==> config.mk <==
export PLATFORM = sky130hd
export DESIGN_NAME = qmj_front
export DESIGN_NICKNAME = d
export VERILOG_FILES = /design/src/sv/qmj_pkg.sv /design/src/sv/qmj_front.sv
export SDC_FILE = /design/constraint.sdc
export NUM_CORES = 1
export LEC_CHECK = 0
export ABC_AREA = 1
export BUFFER_PORTS_ARGS = -buffer_cell sky130_fd_sc_hd__buf_4
export CORE_UTILIZATION = 25
export DETAILED_ROUTE_END_ITERATION = 10
export MAX_ROUTING_LAYER = met4
export PLACE_DENSITY = 0.53
export SLEW_MARGIN = 20
export SYNTH_ARGS = -nofsm -noshare
export SYNTH_HDL_FRONTEND = slang
export SYNTH_SLANG_ARGS = --single-unit
==> constraint.sdc <==
create_clock -name vclk -period 4.1
set_clock_uncertainty 0.2 [all_clocks]
set_input_delay 0.615 -clock vclk [all_inputs]
set_output_delay 0.615 -clock vclk [all_outputs]
set_load 0.05 [all_outputs]
==> src/sv/qmj_pkg.sv <==
// Shared constants and types of the quintic minimum-jerk coefficient block.
package qmj_pkg;

   localparam int WORD_BITS_DEF = 32;
   localparam int FRAC_BITS_DEF = 16;
   localparam int MUL_CHUNK = 32;
   localparam int QUEUE_DEPTH = 4;

   typedef enum logic [1:0] {
      STATUS_OK   = 2'd0,
      STATUS_ZERO = 2'd1,
      STATUS_SAT  = 2'd2
   } status_type;

   typedef struct packed {
      logic full;
      logic empty;
   } qstat_type;

endpackage

==> src/sv/qmj_front.sv <==
// Front end: accepts request transactions and prepares the linear terms of each one.
module qmj_front #(
   parameter int WORD_BITS = qmj_pkg::WORD_BITS_DEF
) (
   input  logic                   req_valid,
   output logic                   req_stall,
   input  logic [WORD_BITS-1:0]   req_start_position,
   input  logic [WORD_BITS-1:0]   req_start_velocity,
   input  logic [WORD_BITS-1:0]   req_start_accel,
   input  logic [WORD_BITS-1:0]   req_end_position,
   input  logic [WORD_BITS-1:0]   req_end_velocity,
   input  logic [WORD_BITS-1:0]   req_end_accel,
   input  logic [WORD_BITS-2:0]   req_duration,
   input  qmj_pkg::qstat_type     qstat,
   output logic                   push,
   output logic                   zero,
   output logic [WORD_BITS-1:0]   coef_0,
   output logic [WORD_BITS-1:0]   coef_1,
   output logic [WORD_BITS-1:0]   coef_2,
   output logic [WORD_BITS:0]     h,
   output logic [WORD_BITS+4:0]   b3,
   output logic [WORD_BITS+4:0]   b4,
   output logic [WORD_BITS+4:0]   b5,
   output logic [WORD_BITS+4:0]   c3,
   output logic [WORD_BITS+4:0]   c4,
   output logic [WORD_BITS+4:0]   c5,
   output logic [WORD_BITS-2:0]   t
);

   localparam int W = WORD_BITS;
   localparam int VW = W + 5;

   logic [VW-1:0] ve;
   logic [VW-1:0] v0;
   logic [VW-1:0] ae;
   logic [VW-1:0] a0;
   logic [VW-1:0] vs;

   assign req_stall = qstat.full;
   assign push = req_valid & ~qstat.full;

   assign zero = (req_duration == '0);
   assign t = req_duration;
   assign coef_0 = req_start_position;
   assign coef_1 = req_start_velocity;
   assign coef_2 = {req_start_accel[W-1], req_start_accel[W-1:1]}
                   + W'(req_start_accel[0] & ~req_start_accel[W-1]);
   assign h = {req_end_position[W-1], req_end_position}
              - {req_start_position[W-1], req_start_position};

   assign ve = {{5{req_end_velocity[W-1]}}, req_end_velocity};
   assign v0 = {{5{req_start_velocity[W-1]}}, req_start_velocity};
   assign ae = {{5{req_end_accel[W-1]}}, req_end_accel};
   assign a0 = {{5{req_start_accel[W-1]}}, req_start_accel};
   assign vs = ve + v0;

   assign b3 = (ve << 3) + (v0 << 3) + (v0 << 2);
   assign b4 = (ve << 4) - (ve << 1) + (v0 << 4);
   assign b5 = (vs << 2) + (vs << 1);
   assign c3 = (a0 << 1) + a0 - ae;
   assign c4 = (a0 << 1) + a0 - (ae << 1);
   assign c5 = a0 - ae;

endmodule

==> reports/qor.txt, run 1 <==
Yosys Warn Count: 0
fin area: 42180 um^2
HP Class: primary input to primary output
largest cells by area after synthesis: nand2_1 24%, ha_1 15%, inv_1 15%
Post-DP HPWL: 109200 um
routed wire length: 127000 um
Seq cells: 0
Final Hold Vio Count: 0
top-count cell post-synth: nand2_1
largest net degree at the start of global routing: 8
Startpoint Class: primary input
Initial Util: 0.2520
count of cell types in the netlist: 40
Storage cell area: 0 um^2
leakage dissipation: 0.02241 uW
Syn Std Cell Area: 23490 um^2
CP cell instances: buf_8 > ha_4 > inv_2 > fa_2 > inv_2 > nand2_4 > o21ai_4 > nand2_1 > nand2_2 > nand2_2 > nand2_2 > buf_6 > xor2_4 > ha_4 > nand2_4 > nor2_4 > inv_2 > nor2_4 > nand4_1 > nand3_2 > nor2_2 > nor2_4 > buf_8
fin nets: 6285
Pint: 6988 uW
syn avg cell area: 5.213 um^2
drt wl/cell: 18.24 um
placed cell area: 33720 um^2
Final Cycle Share: 1.086
dpl ws: -0.8253 ns
maximum operating frequency: 224.7 MHz
Flop pwr share: 0
GP Congestion: 0.9894
# fillers: 9651
area grow syn2layout: 79.58%
Arr. time, crit path: 3.64 ns
post-synth top area share: 0.2413
via count: 32454
Worst Path Required: 3.28 ns
final worst slack: -0.3513 ns
switching portion of total power: 0.6228
Die W: 308.5 um
CP startpoint: req_end_velocity[0]
CP max FO: 4
Worst slew margin: 0.6188
Synth Instances: 4506
CP peak stage delay: 0.35 ns
Post-synth top cells: 1510 x nand2_1, 913 x inv_1, 475 x nor2_1
input/output buffers: 606
CP Class: primary input to primary output
RSZ-0062 raised after global routing: true
1st-iter DRT viols: 2233
grt ovf: 0
number of antenna violations at the first check in global routing: 10
Via-to-Cell Ratio: 4.662
Max VDD drop: 0.7869 mV
final core utilization: 0.4526
Pins Over Slew Limit: 0
ANT nets after route: 0
Die Y: 308.5 um
CLK BUF: 0
failing checks: setup timing
endpoints failing setup: 73
sequential share of the synthesized area: 0
cts hold-fix bufs: 0
biggest area consumer among synthesized cells: nand2_1
number of global-route vias before repair: 31026
drt drc: 0
Clock power frac: 0
Ports: 611
cell row count: 112
NetSw: 11540 uW
Logic pwr share: 1.000
CP Capture Type: primary output
Tot GR Track Use: 0.2575
status: finished with violations
Critical Path Slowest Stage Cell: fa_2
crit path to: b5[19]
core area: 93190 um^2
Pwr per Cell Area: 439.2 nW/um^2
first drt pass iteration count: 6
Final Critical Period: 4.451 ns
share of post-route cells with drive strength above 1: 0.4311
MaxCap Viol Count: 0
DIE AREA: 95180 um^2
first-pass GRT wire length: 183100 um
Worst Tran Pin Value: 0.5698 ns
==> how the worst min path moves through the flow <==
stage / slack (ns) / end / from / cells after the start
after floorplan: 1.20 / b3[2] / req_start_velocity[0] / 1
after global placement: 1.29 / coef_0[5] / req_start_position[5] / 2
after detailed placement: 1.30 / coef_0[22] / req_start_position[22] / 2
after CTS: 1.29 / coef_0[22] / req_start_position[22] / 2
after global routing: 1.30 / t[18] / req_duration[18] / 2
final: 1.29 / coef_0[22] / req_start_position[22] / 2
==> power groups by stage <==
stage | registers, uW | logic, uW | clock network [uW]
2_1_floorplan | 0 | 8750 | 0
3_3_place_gp | 0 | 14400 | 0
3_5_place_dp | 0 | 14300 | 0
4_1_cts | 0 | 17100 | 0
5_1_grt | 0 | 19500 | 0.000408
6_report | 0 | 18500 | 0.000411
==> critical path: cells and delay by family <==
kind | cells | cell delay, ns
AND/OR/NAND/NOR | 12 | 1.25
adder cells (fa/ha/maj) | 3 | 0.77
AO/OA/AOI/OAI | 1 | 0.19
XOR/XNOR | 1 | 0.22
buffers and inverters | 6 | 0.58
==> metal layers <==
| metal | global-route usage | routed length (um) | up-vias |
|---|---|---|---|
| met2 | 0.4392 | 60860 | 1013 |
| met1 | 0.3209 | 54120 | 14950 |
| met3 | 0.02055 | 7087 | 180 |
| met5 | - | 0 | - |
| met4 | 0.07914 | 4900 | 0 |
| li1 | - | - | 16311 |
==> logic make-up after synthesis <==
kind of cell,synth area share
simple gates,0.4124
buf+inv,0.1829
compound gates,0.1259
fa+ha+maj,0.2141
xor+xnor,0.06451
other cells,0.0001597
==> area by class of cell <==
| class | instances | area (um^2) | area share |
|---|---|---|---|
| inverter | 916 | 3475 | 0.08238 |
| tap | 1254 | 1569 | 0.03720 |
| antenna | 11 | 27.53 | 0.0006526 |
| timing repair buffer | 1303 | 10900 | 0.2583 |
| multi-input combinational | 3478 | 26210 | 0.6214 |
==> per-stage QoR <==
| stage | TNS, ns | total power [uW] | hold slack [ns] | std cells |
|---|---|---|---|---|
| floorplan | -0.9463 | 8749 | 1.197 | 4509 |
| global placement | -49.05 | 14360 | 1.295 | 6874 |
| detailed placement | -50.36 | 14320 | 1.295 | 6874 |
| CTS | -12.57 | 17140 | 1.295 | 6910 |
| global route | -23.30 | 19540 | 1.299 | 6962 |
| finish | -12.44 | 18520 | 1.294 | 6962 |
==> cell usage in the layout, fill, tap and decap left out, types with 8 or more instances in the layout <==
master,n
ha_4,129
ha_1,155
fa_1,66
nor2_4,89
nand3_2,32
a21oi_2,92
xor2_4,34
a21oi_4,54
a21o_1,11
buf_12,8
nor3_1,43
nand2_1,1084
o21ai_2,40
nor3_4,24
a21oi_1,179
nor4_1,8
nand4_1,63
inv_1,834
nor2_2,53
o21ai_4,12
nor2_1,338
buf_4,1092
nor3_2,22
inv_4,11
diode_2,11
inv_2,69
o21ai_1,33
o21ai_0,121
xor2_2,19
o21bai_1,16
nand2_4,161
nand2_2,272
nand3_1,154
buf_8,67
xor2_1,96
xnor2_1,23
buf_6,136
nand3_4,15
==> timing repair <==
| action | CTS | global route |
|---|---|---|
| buffers inserted | 44 | 51 |
| endpoints found under the setup margin | 104 | 136 |
| cloned | 0 | 0 |
| pin swaps | 355 | 464 |
| resized for setup | 1192 | 651 |
Note: power is estimated with default switching activity, not from simulation.
==> run 2, diff against run 1 <==
Settings changed: RECOVER_POWER set to 100.
==> run 2 against run 1 <==
  * The flow still finishes with violations (setup timing)
  * Worst setup slack worse by 0.19 ns
  * Wire length about the same
  * Final area decreased by 2.1%
  * Highest routed layer unchanged
==> reports/qor.txt, run 2 (synthesis results as in run 1) <==
number of antenna violations at the first check in global routing: 10
Via-to-Cell Ratio: 4.672
CP cell instances: buf_8 > clkbuf_4 > inv_1 > nor2_1 > ha_1 > ha_1 > nand2_2 > nor3_1 > nand2_1 > nor2_4 > nand4_1 > xnor2_1 > buf_4
most frequent cells in the layout: 1086 x nand2_1, 866 x buf_4, 834 x inv_1
Overall Power: 18220 uW
Tot GR Track Use: 0.2575
ANT nets after route: 0
1st-iter DRT viols: 2189
leakage dissipation: 0.02169 uW
failing checks: setup timing
CP startpoint: req_start_accel[0]
Arr. time, crit path: 3.83 ns
Seq cells: 0
Die Y: 308.5 um
footprint of the multi-input gates: 26110 um^2
drt drc: 0
area grow syn2layout: 75.76%
Pins Over Slew Limit: 0
input/output buffers: 606
Pwr per Cell Area: 441.3 nW/um^2
Worst slew margin: 0.4568
setup TNS: -16.97 ns
via count: 32526
Buf/Inv on CP: 4
largest net degree at the start of global routing: 8
drt wl/cell: 18.23 um
GP Congestion: 0.9894
Flop pwr share: 0
Logic pwr share: 1.000
# fillers: 9878
final core utilization: 0.4430
switching portion of total power: 0.6325
CLK BUF: 0
Pint: 6696 uW
Worst Tran Pin Value: 0.8184 ns
DIE AREA: 95180 um^2
grt ovf: 0
first-pass GRT wire length: 183100 um
CP Capture Type: primary output
Critical Path Slowest Stage Cell: nor3_1
Final Critical Period: 4.644 ns
HP Class: primary input to primary output
Clock power frac: 0
cell row count: 112
Worst Path Required: 3.28 ns
Die W: 308.5 um
Ports: 611
Storage cell area: 0 um^2
delay-heaviest family, CP: simple AND/OR/NAND/NOR gates
Final Hold Vio Count: 0
NetSw: 11520 uW
Max VDD drop: 0.7877 mV
Final Cycle Share: 1.133
share of post-route cells with drive strength above 1: 0.3981
endpoints failing setup: 85
MaxCap Viol Count: 0
commonest non-fill, non-tap cell in the layout: nand2_1
first drt pass iteration count: 6
Hold Path Origin: req_start_accel[13]
RSZ-0062 raised after global routing: true
core area: 93190 um^2
final worst slack: -0.5437 ns
CP peak stage delay: 0.52 ns
maximum operating frequency: 215.3 MHz
status: finished with violations
most frequent CP cell: ha_1
Startpoint Class: primary input
CP max FO: 5
number of global-route vias before repair: 31026
CP Class: primary input to primary output
routed wire length: 126900 um
Post-DP HPWL: 109200 um
Initial Util: 0.2520
fin nets: 6285
==> run 2: cell types whose count changed in the layout (fill, tap and decap cells not counted), moves of 2 or more <==
cell / previous run / this run
buf_4: 1092 / 866
clkbuf_1: 0 / 174
clkbuf_2: 0 / 38
clkbuf_4: 0 / 10
buf_2: 0 / 7
nor3_1: 43 / 49
nor3_2: 22 / 18
buf_8: 67 / 65
nand2_1: 1084 / 1086
nor3_4: 24 / 22
==> run 2: path summary, 6_finish.rpt <==
| path | slack [ns] | endpoint | depth (start not counted) |
|---|---|---|---|
| max | -0.54 | coef_2[24] | 13 |
| min | 1.39 | coef_2[12] | 3 |
==> run 2: metal layers <==
layer  vias to the layer above  routed length, um  track usage
li1                      16311                  -            -
met1                     14999              54570       0.3209
met2                      1017              60550       0.4392
met3                       199               6726      0.02055
met4                         0               5106      0.07914
met5                         -                  0            -
==> run 2: power by group through the flow <==
stage | Combinational, uW | Sequential [uW] | Clock (uW)
CTS | 17100 | 0 | 0
finish | 18200 | 0 | 0.000410
global placement | 14400 | 0 | 0
global route | 19200 | 0 | 0.000408
detailed placement | 14300 | 0 | 0
floorplan | 8750 | 0 | 0
==> run 2: area by class of cell <==
| type | count | share of cell area |
|---|---|---|
| well taps | 1254 | 0.03801 |
| repair buffers | 1303 | 0.2447 |
| diodes | 11 | 0.0006668 |
| multi-input cells | 3478 | 0.6324 |
| inverters | 916 | 0.08417 |
==> run 2: metrics by stage <==
step           instances  instance area, um^2  hold WS, ns  setup slack [ns]
2_1_floorplan       4509                23790        1.197           -0.1875
3_3_place_gp        6874                33720        1.295           -0.7677
3_5_place_dp        6874                33720        1.295           -0.8253
4_1_cts             6910                39100        1.295           -0.3103
5_1_grt             6962                41280        1.398           -0.5047
6_report            6962                41280        1.393           -0.5437
==> run 2: timing repair <==
| item | 4_1_cts | 5_1_grt |
|---|---|---|
| hold buffers | 0 | 0 |
| buffers inserted | 44 | 51 |
| pin swaps | 355 | 464 |
| setup endpoints to repair | 104 | 136 |
| resized for setup | 1192 | 651 |
