==> config.mk <==
export PLATFORM = sky130hd
export DESIGN_NAME = qmj_fifo
export DESIGN_NICKNAME = d
export VERILOG_FILES = /design/src/sv/qmj_pkg.sv /design/src/sv/qmj_fifo.sv
export SDC_FILE = /design/constraint.sdc
export NUM_CORES = 1
export LEC_CHECK = 0
export BUFFER_PORTS_ARGS = -buffer_cell sky130_fd_sc_hd__buf_2
export CAP_MARGIN = 20
export CELL_PAD_IN_SITES_DETAIL_PLACEMENT = 1
export CELL_PAD_IN_SITES_GLOBAL_PLACEMENT = 1
export CORE_MARGIN = 2
export CORE_UTILIZATION = 49
export DETAILED_ROUTE_END_ITERATION = 10
export GPL_TIMING_DRIVEN = 1
export PLACE_DENSITY = 0.78
export SLEW_MARGIN = 20
export SYNTH_ARGS = -nofsm -noshare
export SYNTH_HDL_FRONTEND = slang
export SYNTH_SLANG_ARGS = --single-unit
==> constraint.sdc <==
create_clock -name clock -period 2.26 [get_ports clock]
set_input_delay 0.452 -clock clock [delete_from_list [all_inputs] [get_ports clock]]
set_output_delay 0.452 -clock clock [all_outputs]
set_load 0.01 [all_outputs]
==> src/sv/qmj_pkg.sv <==
// Shared constants and types of the quintic minimum-jerk coefficient block.
package qmj_pkg;

   localparam int WORD_BITS_DEF = 32;
   localparam int FRAC_BITS_DEF = 16;
   localparam int MUL_CHUNK = 32;
   localparam int QUEUE_DEPTH = 4;

   typedef enum logic [1:0] {
      STATUS_OK   = 2'd0,
      STATUS_ZERO = 2'd1,
      STATUS_SAT  = 2'd2
   } status_type;

   typedef struct packed {
      logic full;
      logic empty;
   } qstat_type;

endpackage

==> src/sv/qmj_fifo.sv <==
// Short queue that decouples the front end from the arithmetic back end.
module qmj_fifo #(
   parameter int WIDTH = 32,
   parameter int DEPTH = qmj_pkg::QUEUE_DEPTH
) (
   input  logic               clock,
   input  logic               reset,
   input  logic               push,
   input  logic [WIDTH-1:0]   din,
   input  logic               pop,
   output logic [WIDTH-1:0]   dout,
   output qmj_pkg::qstat_type qstat
);

   localparam int AW = (DEPTH > 1) ? $clog2(DEPTH) : 1;
   localparam int CW = $clog2(DEPTH + 1);

   logic [WIDTH-1:0] mem_ff [DEPTH];
   logic [AW-1:0]    wr_ptr_ff;
   logic [AW-1:0]    wr_ptr_in;
   logic [AW-1:0]    rd_ptr_ff;
   logic [AW-1:0]    rd_ptr_in;
   logic [CW-1:0]    cnt_ff;
   logic [CW-1:0]    cnt_in;

   always_comb begin
      wr_ptr_in = wr_ptr_ff;
      rd_ptr_in = rd_ptr_ff;
      cnt_in = cnt_ff;
      if (push) begin
         wr_ptr_in = (wr_ptr_ff == AW'(DEPTH - 1)) ? '0 : wr_ptr_ff + 1'b1;
      end
      if (pop) begin
         rd_ptr_in = (rd_ptr_ff == AW'(DEPTH - 1)) ? '0 : rd_ptr_ff + 1'b1;
      end
      case ({push, pop})
         2'b10: cnt_in = cnt_ff + 1'b1;
         2'b01: cnt_in = cnt_ff - 1'b1;
         default: cnt_in = cnt_ff;
      endcase
   end

   always_ff @(posedge clock) begin
      if (reset) begin
         wr_ptr_ff <= '0;
         rd_ptr_ff <= '0;
         cnt_ff <= '0;
      end else begin
         wr_ptr_ff <= wr_ptr_in;
         rd_ptr_ff <= rd_ptr_in;
         cnt_ff <= cnt_in;
      end
   end

   always_ff @(posedge clock) begin
      if (push) begin
         mem_ff[wr_ptr_ff] <= din;
      end
   end

   assign dout = mem_ff[rd_ptr_ff];
   assign qstat.full = (cnt_ff == CW'(DEPTH));
   assign qstat.empty = (cnt_ff == '0);

endmodule

==> metrics.cfg, run 1 <==
[worst_setup_path]
worstPathCellList=clkbuf_16 -> mux4_2 -> buf_6
end_kind=output port
worstPathRequired_ns=1.81
max_stage_delay_ns=0.53
crit_path_max_fanout=5
worst-setup-path-type=flop to output port
critical_path.slowest_cell=mux4_2
cp-start-kind=flop
critPathArrivalTime_ns=1.82

[route]
drt.antenna.violating_nets=0
viasPerCell=5.37
firstDrtPassIters=4
drt-wirelength-per-cell_um=22.1
drt_first_iter_violations=107
drcViolationCount=0
detail_route.wirelength_um=10100
via_count=2436

[logic_synthesis]
syn-mean-instance-area_um2=23.7
synth.top_cells.by_count=128 x edfxtp_1, 30 x mux4_2, 9 x dfxtp_1, 7 x inv_1, 7 x nor2_1
synth_cell_type_count=20
yosysWarningCount=0
leading_area_contributor_after_synthesis=edfxtp_1
syn_inst=215
mappedNetlistNets=258
synth_sequential_area_ratio_pct=78.8
yosys_most_used_dff=edfxtp_1
synth.top_cell.area_share_pct=75.3
synth.top_cells.by_area=edfxtp_1 75%, mux4_2 13%, dfxtp_1 3.5%
synth-edff-count=128
leading_cell_type_by_number_of_instances_after_synthesis=edfxtp_1
synth_area_um2=5110
ys_async_sr_fraction_pct=0
yosys_register_bits=137

[placed_design]
hpwl_um=5810
dp_slack_ns=0.310
gp_congestion=0.663
place_inst=420
portBuffers=69

[die]
placeableCoreArea_um2=10200
dieArea_um2=11300
top_level_ports=70
fp.dieH_um=106
die_x_um=106
row_count=37
initial_core_util_pct=49.9

[final_layout]
seqCellArea_um2=4030
final_layout_size_suffix_gt1_share_pct=45.6
antenna_cells=0
finalNetCount=348
post_layout_nonfiller_instances=454
area.growth.synth_to_final_pct=25.8
fillers=862
post_layout_util_pct=62.8
combined_area_of_the_multi_input_logic_cells_um2=967

[global_routing]
first_global_vias=2685
grt_antenna_before_repair=0
maximum_number_of_pins_on_one_net_before_global_route_repair=33
gr-usage-all-layers_pct=19.5
global_route_wire_length_before_repair_um=15500
grt_overflow_total=0

[timing]
final_clock_skew_ns=0.00458
max_slew_margin_pct=80.0
hold-worst-slack_ns=0.147
final_critical_path_setup_slack_ns=-0.0121
final-hold-violation-count=0
period_needed_ns=2.27
grt_setup_unrepaired=true
highest_attainable_clock_frequency_mhz=440
timing.final.crit_share_pct=101
timing_worst_slew_pin_value_ns=0.300
report.final.setup_viol=7
slew_violations=0

[outcome]
outcome=complete, but fails checks
failed_checks=setup timing

[clock_network]
cts-buffers-inserted=17
clk_transition_reported_paths_ns=0.06
cts_setup_buffers=0
clock_sink_count=137
clock_tree_root_driver_cell=clkbuf_8
h-tree-depth=4
clk_path_buf_depth=2
insertion_delay_ns=0.52
tritoncts_clock_tree=done

[run]
drv_cap=0

[power]
power.density_cell_area_nw_per_um2=948
power.ir.vdd_worst_uv=478
p_total_mw=6.09
cellLeakagePower_nw=2.22

[min_path]
min_path_type=input port to flop

[sequential cells by signal (all words and copies together), names as in the netlist, named ones only]
register,flops
wr_ptr_ff,2
cnt_ff,3
rd_ptr_ff,2
mem_ff,128
[worst max-delay path: cells and delay by family, from the launching register on]
| kind | cells | cell delay (ns) |
|---|---|---|
| buffers and inverters | 2 | 0.33 |
| multiplexers | 1 | 0.53 |
| flip-flops | 1 | 0.44 |
[where the power goes]
group | total (mW) | internal, mW | switching [mW]
clock | 2.58 | 1.56 | 1.02
sequential | 2.93 | 2.89 | 0.0405
combinational | 0.583 | 0.306 | 0.277
total | 6.09 | 4.76 | 1.34
[routing by layer]
metal / part of all wire, % / vias to the layer above / GRT usage (%)
met1: 41 / 1273 / 24.1
met3: 5.7 / 14 / 6.50
met4: 1.5 / 0 / 7.61
met5: 0 / - / 0
met2: 52 / 73 / 32.1
li1: - / 1076 / -
[final cells by class]
type                       count  share of cell area, %
inverter                       7                  0.409
clock buffer                  20                   6.62
timing repair buffer          78                   10.5
tap                          136                   2.65
sequential                   137                   62.7
clock inverter                12                   2.01
multi-input combinational     64                   15.1
[layout by cell type, fill, tap and decap left out, drive strengths merged]
master    synthesis  layout
clkinvlp          0       6
edfxtp          128     128
a21oi             4       4
and3              1       1
ha                6       6
bufinv            0       2
nor2              7       7
fa                1       1
mux2i             2       2
buf               7      77
and2              4       4
dfxtp             9       9
nor3              1       1
clkbuf            0      21
xor2              2       2
mux4             32      32
clkinv            0       4
inv               7       7
or3               1       1
o21ai             1       1
nor3b             2       2
[path summary, 6_finish.rpt]
kind         startpoint            end  slack, ns  cells past startpoint
max                flop        dout[3]      -0.01                      3
min reg2reg   cnt_ff[1]      cnt_ff[1]       0.52                      2
min             din[14]  mem_ff[2][14]       0.15                      1
max reg2reg   cnt_ff[0]      cnt_ff[2]       0.71                      5
[through the flow]
step	instance area [µm²]	setup TNS, ns
after floorplan	5110	0
after global routing	6420	-1.88
final	6420	-0.0272
after detailed placement	5670	0
after CTS	6300	-0.567
after global placement	5670	0
[logic make-up after synthesis]
| group | share of synthesized area, % |
|---|---|
| compound gates | 0.490 |
| xor+xnor | 0.343 |
| fa+ha+maj | 1.86 |
| buf+inv | 2.21 |
| flops | 78.8 |
| mux | 14.7 |
| simple gates | 1.64 |
[what timing repair did]
| action | 4_1_cts | 5_1_grt |
|---|---|---|
| gates resized for setup | 14 | 17 |
| setup endpoints to repair | 30 | 32 |
| hold buffers | 0 | 0 |
| gates cloned | 1 | 1 |
| pin swaps | 0 | 0 |
Power figures use the tool's default switching activity.
==> inputs of run 2 (changes only) <==
--- a/config.mk
+++ b/config.mk
@@ -10,11 +10,11 @@
 export CELL_PAD_IN_SITES_DETAIL_PLACEMENT = 1
 export CELL_PAD_IN_SITES_GLOBAL_PLACEMENT = 1
 export CORE_MARGIN = 2
-export CORE_UTILIZATION = 49
+export CORE_UTILIZATION = 40
 export DETAILED_ROUTE_END_ITERATION = 10
 export GPL_TIMING_DRIVEN = 1
-export PLACE_DENSITY = 0.78
-export SLEW_MARGIN = 20
+export PLACE_DENSITY = 0.66
+export SLEW_MARGIN = 5
 export SYNTH_ARGS = -nofsm -noshare
 export SYNTH_HDL_FRONTEND = slang
 export SYNTH_SLANG_ARGS = --single-unit
==> metrics.cfg, run 2 (synthesized netlist as in run 1, its figures left out) <==
[worst_setup_path]
crit_path_max_fanout=12  ; +7
worst-setup-path-type=flop to output port
worstPathRequired_ns=1.81  ; about the same
end_kind=output port
reg2reg_from=cnt_ff[0]
cp-start-kind=flop
critPathArrivalTime_ns=1.71  ; -0.11 ns

[placed_design]
hpwl_um=5500  ; -5.3%
gp_congestion=0.638  ; -3.8%
portBuffers=69  ; unchanged
dp_slack_ns=0.288  ; -0.0224 ns
placement.cell_area_um2=5710  ; +0.71%

[outcome]
outcome=finished clean

[clock_network]
number_of_hold_repair_buffers_added_at_the_cts_stage=0  ; unchanged
clk_transition_reported_paths_ns=0.05  ; about the same
clock_tree_root_driver_cell=clkbuf_16
clk_path_buf_depth=2  ; unchanged
insertion_delay_ns=0.41  ; -0.11 ns
cts_setup_buffers=0  ; unchanged
cts-buffers-inserted=17  ; unchanged
h-tree-depth=4  ; unchanged
ctsResizeCount=1  ; -13
tritoncts_clock_tree=done
clock_sink_count=137  ; unchanged

[final_layout]
finalNetCount=347  ; -0.29%
combined_area_of_the_multi_input_logic_cells_um2=975  ; +0.78%
max_reg_flops=128  ; unchanged
most_common_cell_after_layout_fill_and_taps_aside=edfxtp_1
antenna_cells=0  ; unchanged
seqCellArea_um2=4030  ; about the same
area_of_all_placed_cells_without_fillers_um2=6230  ; -2.9%
fillers=1166  ; +35%
largest_register=mem_ff
layout_top_registers=mem_ff: 128 flops, cnt_ff: 3 flops
area.growth.synth_to_final_pct=22.1
final_layout_size_suffix_gt1_share_pct=42.5  ; -3.1 points
commonest_non_fill_non_tap_cells_in_the_layout=128 x edfxtp_1, 69 x buf_2, 30 x mux4_2, 17 x clkbuf_16

[global_routing]
global_route_wire_length_before_repair_um=14200  ; -8.1%
gr-usage-all-layers_pct=15.0  ; -4.6 points
gr-usage-met1_pct=17.1  ; -7.0 points
grt_antenna_before_repair=1  ; +1
maximum_number_of_pins_on_one_net_before_global_route_repair=33  ; unchanged
grt_overflow_total=0  ; unchanged
global_route.usage.met3_pct=5.15  ; -1.3 points
gr-usage-met2_pct=25.4  ; -6.6 points
first_global_vias=2607  ; -2.9%
grt_most_used_layer=met2

[timing]
final_clock_skew_ns=0.00324  ; -0.00134 ns
max_slew_margin_pct=74.1  ; -5.9 points
timing.final.crit_share_pct=95.7  ; -4.9 points
hold-worst-slack_ns=0.252  ; +0.104 ns
highest_attainable_clock_frequency_mhz=463  ; +5.1%
slew_violations=0  ; unchanged
period_needed_ns=2.16  ; -0.110 ns
final_critical_path_setup_slack_ns=0.0983  ; +0.110 ns
timing_worst_slew_pin_value_ns=0.388  ; +0.0879 ns
grt_setup_unrepaired=false
final-hold-violation-count=0  ; unchanged
report.final.setup_viol=0  ; -7
setup_tns_ns=0  ; +0.0272 ns

[die]
initial_core_util_pct=40.8  ; -9.1 points
row_count=41  ; +11%
die_x_um=117  ; +10%
placeableCoreArea_um2=12500  ; +22%
dieArea_um2=13700  ; +22%
fp.dieH_um=117  ; +10%
top_level_ports=70  ; unchanged

[run]
drv_cap=0  ; unchanged

[route]
detail_route.wirelength_um=9250  ; -8.0%
drcViolationCount=0  ; unchanged
viasPerCell=4.90  ; -8.7%
drt_first_iter_violations=147  ; +37%
drt-wirelength-per-cell_um=19.1  ; -14%
drt.antenna.violating_nets=0  ; unchanged
firstDrtPassIters=4  ; unchanged
via_count=2376  ; -2.5%

[power]
power.density_cell_area_nw_per_um2=946  ; -0.28%
cellLeakagePower_nw=2.16  ; -2.9%
power.ir.vdd_worst_uv=517  ; +8.0%

[min_path]
holdCritStartpoint=din[27]
min_path_type=input port to flop

## run 2: cell count changes in the layout (fill, tap and decap cells not counted), moves of 2 or more
cell        delta
clkinv_1       +4
mux4_1         +2
clkinv_2       -2
buf_2         +22
buf_4          +2
mux4_2         -2
buf_6         -21
clkinvlp_4     -6
buf_12         -2
## run 2: critical path: stages, from the launching register on
cell,delay [ns]
dfxtp_2,0.36
buf_6,0.21
mux4_1,0.57
buf_2,0.17
## run 2: area by class of cell
class / count / share of cell area, %
well taps: 172 / 3.45
repair buffers: 77 / 7.57
inverters: 7 / 0.421
multi-input cells: 64 / 15.6
clock inverters: 7 / 1.28
clock buffers: 21 / 7.06
flip-flops and latches: 137 / 64.6
## run 2: where the power goes
group	internal, mW	switching, mW
Sequential	2.89	0.0312
Clock	1.58	0.907
Combinational	0.231	0.259
Total	4.70	1.20
## run 2: through the flow
stage | power (mW) | cells | util (%)
final | 5.90 | 485 | 49.8
after global routing | 6.11 | 485 | 49.8
after floorplan | 3.26 | 215 | -
after detailed placement | 3.48 | 457 | 45.6
after CTS | 5.99 | 485 | 49.8
after global placement | 3.46 | 457 | 45.6
## run 2: worst paths after layout
check | endpoint | slack [ns] | cells after the start
hold reg to reg | cnt_ff[2] | 0.53 | 2
setup reg to reg | cnt_ff[2] | 0.71 | 5
hold / removal | mem_ff[3][27] | 0.25 | 1
setup / recovery | dout[15] | 0.1 | 3
## run 2: layer usage
| metal | part of all wire, % | wire length [µm] |
|---|---|---|
| met1 | 41 | 3820 |
| met2 | 52 | 4780 |
| met3 | 5.3 | 493 |
| met4 | 1.7 | 153 |
| met5 | 0 | 0 |
